$ cat src/hw/rtl/cam_pkg.sv
// ----------------------------------------------------------------------------
// Calibrated analog mapper package
// Widths, codes and item types shared by the mapper, its channels and checker.
// ----------------------------------------------------------------------------
`default_nettype none

package cam_pkg;

    // Converter resolution and derived limits.
    localparam int ADC_BITS = 10;
    localparam logic [ADC_BITS-1:0] ADC_MAX    = ADC_BITS'((2 ** ADC_BITS) - 1);
    localparam logic [ADC_BITS-1:0] ADC_CENTER = ADC_BITS'(((2 ** ADC_BITS) - 1) / 2);

    // Width of the output-side configuration values and of the held value.
    localparam int DATA_W  = 14;
    localparam int VALUE_W = DATA_W + 1;

    // Product of an input distance and an output distance, and the signed
    // width that holds a mapped value before saturation.
    localparam int PROD_W = ADC_BITS + DATA_W;
    localparam int MAP_W  = PROD_W + 2;
    localparam int CNT_W  = $clog2(PROD_W);

    // Configuration port.
    localparam int CFG_IDX_W = 3;
    localparam logic [CFG_IDX_W-1:0] CFG_RANGE_MAX     = 3'd0;
    localparam logic [CFG_IDX_W-1:0] CFG_CENTER_ENABLE = 3'd1;
    localparam logic [CFG_IDX_W-1:0] CFG_CENTER_POINT  = 3'd2;
    localparam logic [CFG_IDX_W-1:0] CFG_HYSTERESIS    = 3'd3;
    localparam logic [CFG_IDX_W-1:0] CFG_DEADSPOT      = 3'd4;

    // Reset values of the configuration registers.
    localparam logic [DATA_W-1:0] RANGE_MAX_RST  = DATA_W'(1023);
    localparam logic [DATA_W-1:0] HYSTERESIS_RST = DATA_W'(1);

    // Item actions.
    localparam logic [1:0] ACT_SAMPLE    = 2'd0;
    localparam logic [1:0] ACT_START_CAL = 2'd1;
    localparam logic [1:0] ACT_STOP_CAL  = 2'd2;
    localparam logic [1:0] ACT_LOAD_CAL  = 2'd3;

    typedef struct packed {
        logic [1:0]          action;
        logic [ADC_BITS-1:0] sample;
        logic [ADC_BITS-1:0] load_min;
        logic [ADC_BITS-1:0] load_max;
        logic [ADC_BITS-1:0] load_center;
    } cam_in_t;

    typedef struct packed {
        logic signed [VALUE_W-1:0] value;
        logic                      changed;
        logic                      calibration_grew;
        logic [ADC_BITS-1:0]       cal_min_out;
        logic [ADC_BITS-1:0]       cal_max_out;
        logic [ADC_BITS-1:0]       cal_center_out;
        logic                      calibrating_out;
    } cam_out_t;

endpackage

`default_nettype wire

$ cat src/hw/rtl/cam_in_if.sv
// ----------------------------------------------------------------------------
// Calibrated analog mapper input channel
// Valid/ready channel carrying one sample, calibration or load item.
// ----------------------------------------------------------------------------
`default_nettype none

interface cam_in_if import cam_pkg::*; ();

    logic    valid;
    logic    ready;
    cam_in_t item;

    modport source (output valid, output item, input ready);
    modport sink   (input valid, input item, output ready);

endinterface

`default_nettype wire

$ cat src/hw/rtl/cam_out_if.sv
// ----------------------------------------------------------------------------
// Calibrated analog mapper result channel
// Valid/ready channel carrying one result item per input item.
// ----------------------------------------------------------------------------
`default_nettype none

interface cam_out_if import cam_pkg::*; ();

    logic     valid;
    logic     ready;
    cam_out_t item;

    modport source (output valid, output item, input ready);
    modport sink   (input valid, input item, output ready);

endinterface

`default_nettype wire

$ cat src/hw/rtl/calibrated_analog_mapper_core.sv
// ----------------------------------------------------------------------------
// Calibrated analog mapper core
// Min/max calibration of converter samples with a linear or centred mapping,
// deadband and output hysteresis, using a bit-serial divider.
// ----------------------------------------------------------------------------
// Usage:
//   Items enter on req and each produces exactly one result item on rsp.
//   Action sample maps the reading; start, stop and load only change the
//   stored calibration and report the held value unchanged.
//   The configuration port (cfg_we, cfg_index, cfg_data) is written while
//   the block is idle; writes to unused indexes are ignored.
// Processing steps:
//   A sample item passes segment selection, the multiplier, the restoring
//   divider, which retires one quotient bit a cycle over PROD_W (24) bits,
//   and then deadband, saturation and hysteresis. Its result enters the
//   output register as req.ready returns, so only one item is in work at a
//   time. A zero calibrated span skips the divider. Start, stop and load
//   items go straight to the output step.
// Reset and stalls:
//   Reset restores the configuration defaults, the calibration span 0..1023
//   with centre 511, and a held value of -1. A finished result sits in the
//   output register; if the receiver stalls, the next item is still taken
//   and processed, and waits in its last step until the register frees.
// ----------------------------------------------------------------------------
`default_nettype none

module calibrated_analog_mapper_core import cam_pkg::*;
(
    input  wire                  clk,
    input  wire                  rst_n,
    cam_in_if.sink               req,
    cam_out_if.source            rsp,
    input  wire                  cfg_we,
    input  wire [CFG_IDX_W-1:0]  cfg_index,
    input  wire [DATA_W-1:0]     cfg_data
);

    // Sequencer states.
    localparam logic [2:0] S_IDLE  = 3'd0;
    localparam logic [2:0] S_SETUP = 3'd1;
    localparam logic [2:0] S_MUL   = 3'd2;
    localparam logic [2:0] S_DIV   = 3'd3;
    localparam logic [2:0] S_POST  = 3'd4;
    localparam logic [2:0] S_CLAMP = 3'd5;
    localparam logic [2:0] S_DONE  = 3'd6;

    // Configuration registers.
    logic [DATA_W-1:0] range_max_reg;
    logic              center_enable_reg;
    logic [DATA_W-1:0] center_point_reg;
    logic [DATA_W-1:0] hysteresis_reg;
    logic [DATA_W-1:0] deadspot_reg;

    // Calibration and output state.
    logic [ADC_BITS-1:0]       cal_min_reg, cal_min_next;
    logic [ADC_BITS-1:0]       cal_max_reg, cal_max_next;
    logic [ADC_BITS-1:0]       cal_center_reg, cal_center_next;
    logic                      calibrating_reg, calibrating_next;
    logic signed [VALUE_W-1:0] held_reg;

    // Sequencer and per-item working registers.
    logic [2:0]          state_reg, state_next;
    logic                is_sample_reg;
    logic                grew_reg, grew_next;
    logic [ADC_BITS-1:0] x_reg;
    logic [ADC_BITS-1:0] dx_mag_reg;
    logic [DATA_W-1:0]   dy_mag_reg;
    logic [ADC_BITS-1:0] div_reg;
    logic                span_zero_reg;
    logic                neg_reg;
    logic [DATA_W-1:0]   lo_reg;
    logic [ADC_BITS-1:0] rem_reg;
    logic [PROD_W-1:0]   dq_reg;
    logic [CNT_W-1:0]    cnt_reg;
    logic signed [MAP_W-1:0] mapped_reg;
    logic [DATA_W-1:0]   clamped_reg;

    // Output register.
    logic     rsp_valid_reg;
    cam_out_t rsp_item_reg;

    logic accept;
    logic out_free;

    assign req.ready = (state_reg == S_IDLE);
    assign accept    = req.valid && req.ready;
    assign out_free  = !rsp_valid_reg || rsp.ready;
    assign rsp.valid = rsp_valid_reg;
    assign rsp.item  = rsp_item_reg;

    // ------------------------------------------------------------------
    // Configuration writes.
    // ------------------------------------------------------------------
    always_ff @(posedge clk or negedge rst_n)
    begin
        if (!rst_n)
        begin
            range_max_reg     <= RANGE_MAX_RST;
            center_enable_reg <= 1'b0;
            center_point_reg  <= '0;
            hysteresis_reg    <= HYSTERESIS_RST;
            deadspot_reg      <= '0;
        end
        else if (cfg_we)
        begin
            unique case (cfg_index)
                CFG_RANGE_MAX:     range_max_reg     <= cfg_data;
                CFG_CENTER_ENABLE: center_enable_reg <= cfg_data[0];
                CFG_CENTER_POINT:  center_point_reg  <= cfg_data;
                CFG_HYSTERESIS:    hysteresis_reg    <= cfg_data;
                CFG_DEADSPOT:      deadspot_reg      <= cfg_data;
                default:           ;
            endcase
        end
    end

    // ------------------------------------------------------------------
    // Calibration update on acceptance. A sample widens the span first, so
    // the mapping that follows already uses the widened limits.
    // ------------------------------------------------------------------
    always_comb
    begin
        cal_min_next     = cal_min_reg;
        cal_max_next     = cal_max_reg;
        cal_center_next  = cal_center_reg;
        calibrating_next = calibrating_reg;
        grew_next        = 1'b0;
        unique case (req.item.action)
            ACT_SAMPLE:
            begin
                if (calibrating_reg)
                begin
                    if (req.item.sample < cal_min_reg)
                    begin
                        cal_min_next = req.item.sample;
                        grew_next    = 1'b1;
                    end
                    if (req.item.sample > cal_max_reg)
                    begin
                        cal_max_next = req.item.sample;
                        grew_next    = 1'b1;
                    end
                end
            end
            ACT_START_CAL:
            begin
                cal_min_next     = ADC_MAX;
                cal_max_next     = '0;
                cal_center_next  = req.item.sample;
                calibrating_next = 1'b1;
            end
            ACT_STOP_CAL:
            begin
                calibrating_next = 1'b0;
            end
            default:
            begin
                cal_min_next     = req.item.load_min;
                cal_max_next     = req.item.load_max;
                cal_center_next  = req.item.load_center;
                calibrating_next = 1'b0;
            end
        endcase
    end

    // ------------------------------------------------------------------
    // Segment selection: input limits a..b map onto output lo..hi.
    // ------------------------------------------------------------------
    logic [ADC_BITS-1:0]     seg_a, seg_b;
    logic [DATA_W-1:0]       seg_lo, seg_hi;
    logic signed [ADC_BITS:0] dx, span;
    logic signed [DATA_W:0]   dy;
    logic [ADC_BITS:0]        dx_abs, span_abs;
    logic [DATA_W:0]          dy_abs;

    always_comb
    begin
        if (center_enable_reg && (x_reg < cal_center_reg))
        begin
            seg_a  = cal_min_reg;
            seg_b  = cal_center_reg;
            seg_lo = '0;
            seg_hi = center_point_reg;
        end
        else if (center_enable_reg)
        begin
            seg_a  = cal_center_reg;
            seg_b  = cal_max_reg;
            seg_lo = center_point_reg;
            seg_hi = range_max_reg;
        end
        else
        begin
            seg_a  = cal_min_reg;
            seg_b  = cal_max_reg;
            seg_lo = '0;
            seg_hi = range_max_reg;
        end
        dx       = $signed({1'b0, x_reg}) - $signed({1'b0, seg_a});
        span     = $signed({1'b0, seg_b}) - $signed({1'b0, seg_a});
        dy       = $signed({1'b0, seg_hi}) - $signed({1'b0, seg_lo});
        dx_abs   = dx[ADC_BITS] ? (~dx + 1'b1) : dx;
        span_abs = span[ADC_BITS] ? (~span + 1'b1) : span;
        dy_abs   = dy[DATA_W] ? (~dy + 1'b1) : dy;
    end

    // ------------------------------------------------------------------
    // One restoring division step: bring in the next dividend bit and
    // subtract the divisor when it fits.
    // ------------------------------------------------------------------
    logic [ADC_BITS:0]   trial;
    logic                fits;
    logic [ADC_BITS:0]   trial_diff;

    always_comb
    begin
        trial      = {rem_reg, dq_reg[PROD_W-1]};
        fits       = (trial >= {1'b0, div_reg});
        trial_diff = trial - {1'b0, div_reg};
    end

    // ------------------------------------------------------------------
    // Signed quotient, offset and deadband.
    // ------------------------------------------------------------------
    logic signed [MAP_W-1:0] quot_mag, quot_signed, mapped_raw, dist_raw, dist_abs;
    logic signed [MAP_W-1:0] center_ext;
    logic                    in_deadband;

    always_comb
    begin
        quot_mag    = $signed({2'b00, dq_reg});
        quot_signed = neg_reg ? -quot_mag : quot_mag;
        mapped_raw  = $signed({{(MAP_W - DATA_W){1'b0}}, lo_reg}) + quot_signed;
        center_ext  = $signed({{(MAP_W - DATA_W){1'b0}}, center_point_reg});
        dist_raw    = mapped_raw - center_ext;
        dist_abs    = dist_raw[MAP_W-1] ? -dist_raw : dist_raw;
        in_deadband = (dist_abs <= $signed({{(MAP_W - DATA_W){1'b0}}, deadspot_reg}));
    end

    // ------------------------------------------------------------------
    // Hysteresis against the held value.
    // ------------------------------------------------------------------
    logic signed [VALUE_W+1:0] held_ext, hyst_ext, cand_ext, band_lo, band_hi;
    logic                      update;

    always_comb
    begin
        held_ext = {{2{held_reg[VALUE_W-1]}}, held_reg};
        hyst_ext = $signed({3'b000, hysteresis_reg});
        cand_ext = $signed({3'b000, clamped_reg});
        band_lo  = held_ext - hyst_ext;
        band_hi  = held_ext + hyst_ext;
        update   = is_sample_reg && ((cand_ext < band_lo) || (cand_ext > band_hi));
    end

    // ------------------------------------------------------------------
    // Sequencer.
    // ------------------------------------------------------------------
    always_comb
    begin
        state_next = state_reg;
        unique case (state_reg)
            S_IDLE:
            begin
                if (accept)
                begin
                    state_next = (req.item.action == ACT_SAMPLE) ? S_SETUP : S_DONE;
                end
            end
            S_SETUP: state_next = S_MUL;
            S_MUL:   state_next = span_zero_reg ? S_POST : S_DIV;
            S_DIV:
            begin
                if (cnt_reg == CNT_W'(PROD_W - 1))
                begin
                    state_next = S_POST;
                end
            end
            S_POST:  state_next = S_CLAMP;
            S_CLAMP: state_next = S_DONE;
            S_DONE:
            begin
                if (out_free)
                begin
                    state_next = S_IDLE;
                end
            end
            default: state_next = S_IDLE;
        endcase
    end

    always_ff @(posedge clk or negedge rst_n)
    begin
        if (!rst_n)
        begin
            state_reg       <= S_IDLE;
            cal_min_reg     <= '0;
            cal_max_reg     <= ADC_MAX;
            cal_center_reg  <= ADC_CENTER;
            calibrating_reg <= 1'b0;
            held_reg        <= '1;
            rsp_valid_reg   <= 1'b0;
        end
        else
        begin
            state_reg <= state_next;
            if (accept)
            begin
                cal_min_reg     <= cal_min_next;
                cal_max_reg     <= cal_max_next;
                cal_center_reg  <= cal_center_next;
                calibrating_reg <= calibrating_next;
            end
            if ((state_reg == S_DONE) && out_free)
            begin
                rsp_valid_reg <= 1'b1;
                if (update)
                begin
                    held_reg <= $signed({1'b0, clamped_reg});
                end
            end
            else if (rsp.ready)
            begin
                rsp_valid_reg <= 1'b0;
            end
        end
    end

    // Datapath registers carry no reset; the sequencer qualifies them.
    always_ff @(posedge clk)
    begin
        if (accept)
        begin
            x_reg         <= req.item.sample;
            is_sample_reg <= (req.item.action == ACT_SAMPLE);
            grew_reg      <= grew_next;
        end

        if (state_reg == S_SETUP)
        begin
            dx_mag_reg    <= dx_abs[ADC_BITS-1:0];
            dy_mag_reg    <= dy_abs[DATA_W-1:0];
            div_reg       <= span_abs[ADC_BITS-1:0];
            span_zero_reg <= (span == '0);
            neg_reg       <= dx[ADC_BITS] ^ dy[DATA_W] ^ span[ADC_BITS];
            lo_reg        <= seg_lo;
        end

        if (state_reg == S_MUL)
        begin
            // A zero span maps to the segment's lower output, so the
            // quotient is forced to zero.
            dq_reg  <= span_zero_reg ? '0 : (dx_mag_reg * dy_mag_reg);
            rem_reg <= '0;
            cnt_reg <= '0;
        end

        if (state_reg == S_DIV)
        begin
            rem_reg <= fits ? trial_diff[ADC_BITS-1:0] : trial[ADC_BITS-1:0];
            dq_reg  <= {dq_reg[PROD_W-2:0], fits};
            cnt_reg <= cnt_reg + 1'b1;
        end

        if (state_reg == S_POST)
        begin
            mapped_reg <= (center_enable_reg && in_deadband) ? center_ext : mapped_raw;
        end

        if (state_reg == S_CLAMP)
        begin
            if (mapped_reg[MAP_W-1])
            begin
                clamped_reg <= '0;
            end
            else if (mapped_reg > $signed({{(MAP_W - DATA_W){1'b0}}, range_max_reg}))
            begin
                clamped_reg <= range_max_reg;
            end
            else
            begin
                clamped_reg <= mapped_reg[DATA_W-1:0];
            end
        end

        if ((state_reg == S_DONE) && out_free)
        begin
            rsp_item_reg.value            <= update ? $signed({1'b0, clamped_reg}) : held_reg;
            rsp_item_reg.changed          <= update;
            rsp_item_reg.calibration_grew <= grew_reg;
            rsp_item_reg.cal_min_out      <= cal_min_reg;
            rsp_item_reg.cal_max_out      <= cal_max_reg;
            rsp_item_reg.cal_center_out   <= cal_center_reg;
            rsp_item_reg.calibrating_out  <= calibrating_reg;
        end
    end

endmodule

`default_nettype wire

$ cat src/flat_wrapper.sv
// flat-port wrapper written by rule: the top's interface ports become plain ports
module calibrated_analog_mapper_core_flat import cam_pkg::*;
  (clk, rst_n, cfg_we, cfg_index, cfg_data, req_valid, req_item, req_ready, rsp_valid, rsp_item, rsp_ready);
  cam_in_if req_i ();
  cam_out_if rsp_i ();
  input  wire clk;
  input  wire rst_n;
  input  wire cfg_we;
  input  wire [CFG_IDX_W-1:0] cfg_index;
  input  wire [DATA_W-1:0] cfg_data;
  input wire logic [$bits(req_i.valid)-1:0] req_valid;
  input wire logic [$bits(req_i.item)-1:0] req_item;
  output wire logic [$bits(req_i.ready)-1:0] req_ready;
  output wire logic [$bits(rsp_i.valid)-1:0] rsp_valid;
  output wire logic [$bits(rsp_i.item)-1:0] rsp_item;
  input wire logic [$bits(rsp_i.ready)-1:0] rsp_ready;
  assign req_i.valid = req_valid;
  assign req_i.item = req_item;
  assign req_ready = req_i.ready;
  assign rsp_valid = rsp_i.valid;
  assign rsp_item = rsp_i.item;
  assign rsp_i.ready = rsp_ready;
  calibrated_analog_mapper_core u_core (.clk(clk), .rst_n(rst_n), .req(req_i), .rsp(rsp_i), .cfg_we(cfg_we), .cfg_index(cfg_index), .cfg_data(cfg_data));
endmodule
$ cat config.mk
export PLATFORM = sky130hd
export DESIGN_NAME = calibrated_analog_mapper_core_flat
export DESIGN_NICKNAME = d
export VERILOG_FILES = /design/src/hw/rtl/cam_pkg.sv /design/src/hw/rtl/cam_in_if.sv /design/src/hw/rtl/cam_out_if.sv /design/src/hw/rtl/calibrated_analog_mapper_core.sv /design/src/flat_wrapper.sv
export SDC_FILE = /design/constraint.sdc
export NUM_CORES = 1
export LEC_CHECK = 0
export BUFFER_PORTS_ARGS = -buffer_cell sky130_fd_sc_hd__buf_2
export CAP_MARGIN = 0
export CORE_ASPECT_RATIO = 0.8
export CORE_MARGIN = 1.5
export CORE_UTILIZATION = 32
export CTS_BUF_LIST = sky130_fd_sc_hd__clkbuf_8
export DETAILED_ROUTE_END_ITERATION = 10
export SYNTH_ARGS = -nofsm -noshare
export SYNTH_HDL_FRONTEND = slang
export SYNTH_SLANG_ARGS = --single-unit
$ cat constraint.sdc
create_clock -name clk -period 8.8 [get_ports clk]
set_input_delay 1.76 -clock clk [delete_from_list [all_inputs] [get_ports clk]]
set_output_delay 1.76 -clock clk [all_outputs]
set_load 0.05 [all_outputs]
==> metrics.md, run 1 <==
| Metric | Value |
|---|---|
| # IOs | 114 |
| Most common cell in the netlist | inv_1 |
| Clk buf depth | 3 |
| Reg clk slew, reported paths | 70 ps |
| Share of cells above drive strength 1 | 13.7% |
| Syn nets | between 2k and 3k |
| Hold depth | 0 |
| First-pass GRT wire length | 103 mm |
| Post-synth EDFFs | 189 |
| Synthesized flop and latch total | 296 |
| Die Area | 80300 um^2 |
| Worst setup SP type | flip-flop |
| Core Box Area | 77400 um^2 |
| Nets | 3073 |
| Cell mode on critical path | o21ai_0 |
| FP Rows | between 90 and 100 |
| Slew Limit Fails | 0 |
| Status | complete, no violations |
| Clock root buffer master | clkbuf_8 |
| Number of global-route vias before repair | 18.3k |
| Max-Cap Viols | 0 |
| Syn_area_per_cell | about 10 um^2 |
| RePlAce Congestion | 0.894 |
| Area contributors post-synth | edfxtp_1 (23%), ha_1 (12%), fa_1 (8.1%) |
| Synth async-reset ratio | 36.1% |
| H-tree levels | 2 |
| Slew headroom | 13.8% |
| Area leader, netlist | edfxtp_1 |
| Worst Clk Skew | approximately 26 ps |
| Min-Delay Startpoint | u_core.grew_reg |
| Starting density of the core | 32.5% |
| Largest net degree at the start of global routing | 58 |
| Min-Delay Path Class | flip-flop to flip-flop |
| Worst r2r path cells | 38 |
| Die Height | about 250 um |
| Pre-Repair DR Iteration Count | 5 |
| Setup violators final | 0 |
| Num CTS Buffers | 48 |
| Antenna violation net count after detailed routing | 0 |
| # DRC | 0 |
| Unique masters post-synth | 84 |
| Die width | 316 um |
| Vias per Instance | 5.01 |
| Mapped Area | 25100 um^2 |
| Final min period | 8240 ps |
| Slack of the worst reg-to-reg path | ~560 ps |
| Worst-skew pair later-pin latency | 630 ps |
| GR Overflow Total | 0 |
| Synth warnings | 0 |
| Largest register FFs | 48 |
| Top-area cell type share of the netlist area | between 20% and 30% |
| Worst-path fanout max | 17 |
| DP Wirelength | 50.4 mm |
| Initial antenna violation count | 2 |
| RR Endpoint | u_core.mapped_reg[10] |
| Tcrit/Tclk final | a little over 90% |
| Commonest cells in the netlist | inv_1 (252), ha_1 (249), nand2_1 (245), edfxtp_1 (189), o21ai_0 (151) |
| Hold Vio Cnt, Final | 0 |
| CP max stage delay | approximately 570 ps |
| WP data arrival | 8590 ps |
| Final wirelength | 64.4 mm |
| CTS tree | yes |
| Top FF cell, synth | edfxtp_1 |
| Setup CP Type | flip-flop to flip-flop |
| Register area share after synthesis | between 30% and 40% |
| Worst-margin pin slew | 1290 ps |
| Crit. End Element | flip-flop |
| Global Route Usage Sum | 16.2% |
| Critical R2R Launch | u_core.dq_reg[0] |
| DR WL/cell | ~17 um |
| Buffers on Ports | 113 |
| DR vias | ~19k |
| WHS Endpoint | u_core.rsp.item[31] |
| Fillers | 7857 |
| Max Fclk | 121 MHz |
| Post-layout util | 36.1% |
| Synth Instances | 2566 |
| CTS sink cnt | 296 |
| Area Overhead vs Synth | 11.1% |
| Worst EP required | 9160 ps |
| Initial DRC count | between 1k and 1.5k |
| Worst path slowest cell | or4bb_1 |
| # hold bufs at CTS | 0 |
-- stage by stage --
step                      hold slack (ps)  std cells  TNS (ps)  cell area [um^2]  setup WS, ps
after floorplan                       400       2566         0             25100           193
after global placement                436       3629         0             26900           202
after detailed placement              433       3629         0             26900           157
after CTS                             447       3719         0             27900           141
after global routing                  459       3722     -69.9             27900         -17.4
final                                 449       3722         0             27900           564
-- what timing repair did --
| item | in CTS | in global routing |
|---|---|---|
| endpoints found under the setup margin | 0 | 17 |
| setup buffers | 0 | 2 |
| resized for setup | 0 | 9 |
-- per-layer routing --
layer | wire length [um] | vias up | share of wire [%] | GRT usage [%]
li1 | - | 9175 | - | -
met1 | 32700 | 8989 | 51 | 24.1
met2 | 26900 | 422 | 42 | 24.1
met3 | 3800 | 70 | 5.9 | 3.26
met4 | 940 | 2 | 1.5 | 2.99
met5 | 13 | - | 0.020 | 0
-- layout make-up --
cell class              count  area (um^2)  area share, %
clock inverters            35          267          0.954
repair buffers            142          798           2.86
diodes                      1         2.50        0.00895
clock buffers              55          757           2.71
inverters                 252          946           3.38
well taps                1023         1280           4.58
flip-flops and latches    296         8410           30.1
multi-input cells        1918        15500           55.4
-- cells in the final DEF, fill, tap and decap left out, drive strengths merged, types with 45 or more instances in the layout --
cell type and n:
xnor2 136, xor2 48, buf 142, nor2 125, mux2 61, edfxtp 189, ha 249, a21oi 102
dfrtp 62, clkbuf 55, mux2i 81, dfstp 45, inv 270, a21o 51, and2 82, fa 102
o21ai 159, nand2 246
-- worst max-delay path by stage --
stage	slack [ps]	to	cells after the start	from
after floorplan	190	u_core.mapped_reg[10]	41	u_core.neg_reg
after global placement	200	u_core.mapped_reg[7]	36	u_core.dq_reg[2]
after detailed placement	160	u_core.mapped_reg[7]	36	u_core.dq_reg[2]
after CTS	140	u_core.mapped_reg[11]	36	u_core.dq_reg[0]
after global routing	-20	u_core.mapped_reg[12]	38	u_core.dq_reg[0]
final	560	u_core.mapped_reg[10]	38	u_core.dq_reg[0]
-- logic make-up (layout without fill, tap and decap cells) --
logic type	Yosys count	after routing	synth area share [%]
adder cells (fa/ha/maj)	351	351	20.5
multiplexers	142	142	6.06
XOR/XNOR	184	184	6.48
flip-flops	296	296	33.4
AO/OA/AOI/OAI	541	541	14.3
other	0	1	0
AND/OR/NAND/NOR	700	700	13.9
buffers and inverters	352	484	5.31
-- worst max-delay path, delay by kind of cell (launching register included) --
kind	cells	cell delay [ps]
multiplexers	1	290
adder cells (fa/ha/maj)	4	1000
flip-flops	1	450
buffers and inverters	2	300
AND/OR/NAND/NOR	11	2680
AO/OA/AOI/OAI	18	2930
XOR/XNOR	2	290
Power of run 1 is not shown: default switching activity piles up to over one toggle a cycle in this logic, so the estimate is an artifact.
==> inputs of run 2 (changes only) <==
- PLACE_DENSITY_LB_ADDON: default -> 0.25
==> run 2 against run 1 <==
Sequential share of layout area about the same. Critical path depth decreased by 1. Design area decreased by 0.11%. Routed wire length increased by 4.6%. First-iteration DRC count decreased by 3.8%. Via count increased by 1.0%. Worst hold slack improved by 2.9 ps. Die area unchanged. Sequential cell count unchanged. Clock skew increased by 17 ps. Critical endpoint is now u_core.mapped_reg[8].
==> metrics.md, run 2 (same netlist as run 1, synthesis figures left out) <==
| Metric | Value |
|---|---|
| Worst setup SP type | flip-flop |
| Min-Delay Path Class | flip-flop to flip-flop |
| Hold depth | 0 |
| Number of global-route vias before repair | approximately 19k |
| Worst-path fanout max | 17 |
| Clock root buffer master | clkbuf_8 |
| Antenna cells | 0 |
| FP Rows | 91 |
| Buffers on Ports | 113 |
| Worst-skew pair later-pin latency | 680 ps |
| First-pass GRT wire length | 106 mm |
| Fin worst setup slack | ~540 ps |
| Initial antenna violation count | 2 |
| Post-place setup slack | roughly 100 ps |
| Vias per Instance | 5.06 |
| Crit. End Element | flip-flop |
| Met3 Wirelength | 3.87 mm |
| Met2 wire len | ~29 mm |
| Die Height | approximately 250 um |
| Starting density of the core | 32.5% |
| RR Endpoint | u_core.mapped_reg[8] |
| Global Route Usage Sum | approximately 17% |
| Min-Delay Startpoint | u_core.grew_reg |
| DP Wirelength | ~53 mm |
| Met1 WL | 33.3 mm |
| Share of cells above drive strength 1 | 13.6% |
| WHS Endpoint | u_core.rsp.item[31] |
| Pre-Repair DR Iteration Count | 6 |
| Die width | 316 um |
| Max Fclk | 121 MHz |
| Final min period | 8260 ps |
| Core Box Area | 77400 um^2 |
| Die Area | ~80000 um^2 |
| GR Overflow Total | 0 |
| Cell mode on critical path | o21ai_0 |
| Clk buf depth | 3 |
| RePlAce Congestion | 0.869 |
| Slack of the worst reg-to-reg path | 540 ps |
| Final wirelength | 67.4 mm |
| Area Overhead vs Synth | 11.0% |
| # DRC | 0 |
| Max-Cap Viols | 0 |
| # IOs | between 100 and 150 |
| Status | complete, no violations |
| Largest register FFs | 48 |
| Critical R2R Launch | u_core.dq_reg[3] |
| Most frequent cells in the layout | inv_1 (273), ha_1 (249), nand2_1 (245) |
| H-tree levels | 2 |
| CP max stage delay | 600 ps |
| Commonest non-fill, non-tap cell in the layout | inv_1 |
| # hold bufs at CTS | 0 |
| Nets | 3078 |
| Worst EP required | 9210 ps |
| Worst path slowest cell | or4_4 |
| Setup CP Type | flip-flop to flip-flop |
| DR WL/cell | 18.1 um |
| Slew Limit Fails | 0 |
| Antenna violation net count after detailed routing | 0 |
| Hold Vio Cnt, Final | 0 |
| Largest net degree at the start of global routing | 63 |
| Initial DRC count | 1173 |
| Tcrit/Tclk final | 93.8% |
| WP data arrival | 8660 ps |
| Slew headroom | between 20% and 30% |
| CTS tree | yes |
| Reg clk slew, reported paths | 70 ps |
| CTS sink cnt | 296 |
| Worst Clk Skew | 43.0 ps |
| DR vias | roughly 19k |
| Max layer used | met4 |
| Setup violators final | 0 |
| Num CTS Buffers | 53 |
| Worst-margin pin slew | approximately 1100 ps |
| Worst r2r path cells | 37 |
-- run 2: worst max path at each step --
stage                     slack [ps]        startpoint                    end
after detailed placement         100  u_core.dq_reg[2]  u_core.mapped_reg[11]
final                            540  u_core.dq_reg[3]   u_core.mapped_reg[8]
after global routing              -2  u_core.dq_reg[2]  u_core.mapped_reg[11]
after CTS                         40  u_core.dq_reg[2]  u_core.mapped_reg[12]
after floorplan                  190    u_core.neg_reg  u_core.mapped_reg[10]
after global placement           200  u_core.dq_reg[0]   u_core.mapped_reg[7]
-- run 2: per-stage QoR --
stage	area, um^2	hold slack [ps]	util, %	TNS, ps	cells
after detailed placement	26900	434	34.7	0	3627
after CTS	27800	449	36.0	0	3723
after global routing	27900	448	36.1	-1.55	3727
final	27900	451	36.1	0	3727
after global placement	26900	454	34.7	0	3627
after floorplan	25100	400	-	0	2566
-- run 2: per-layer routing --
metal,up-vias,global-route usage (%)
met5,-,0
li1,9176,-
met2,477,25.9
met3,81,3.03
met4,0,3.61
met1,9112,24.3
-- run 2: repair_timing --
| action | CTS | global route |
|---|---|---|
| buffers inserted | 0 | 4 |
| resized for setup | 0 | 10 |
| endpoints found under the setup margin | 0 | 17 |
-- run 2: critical path, delay by kind of cell, from the launching register on --
kind	cells	cell delay, ps
compound gates	19	3070
simple gates	11	2700
fa+ha+maj	3	900
flops	1	440
xor+xnor	2	360
mux	1	300
buf+inv	1	190
-- run 2: final cells by class --
type                            instances  area (um^2)
Clock buffer                           57          785
Clock inverter                         39          200
Fill cell                            7811        49500
Inverter                              252          946
Multi-Input combinational cell       1918        15500
Sequential cell                       296         8410
Tap cell                             1023         1280
Timing Repair Buffer                  142          798
Power of run 2 is left out for the same reason.
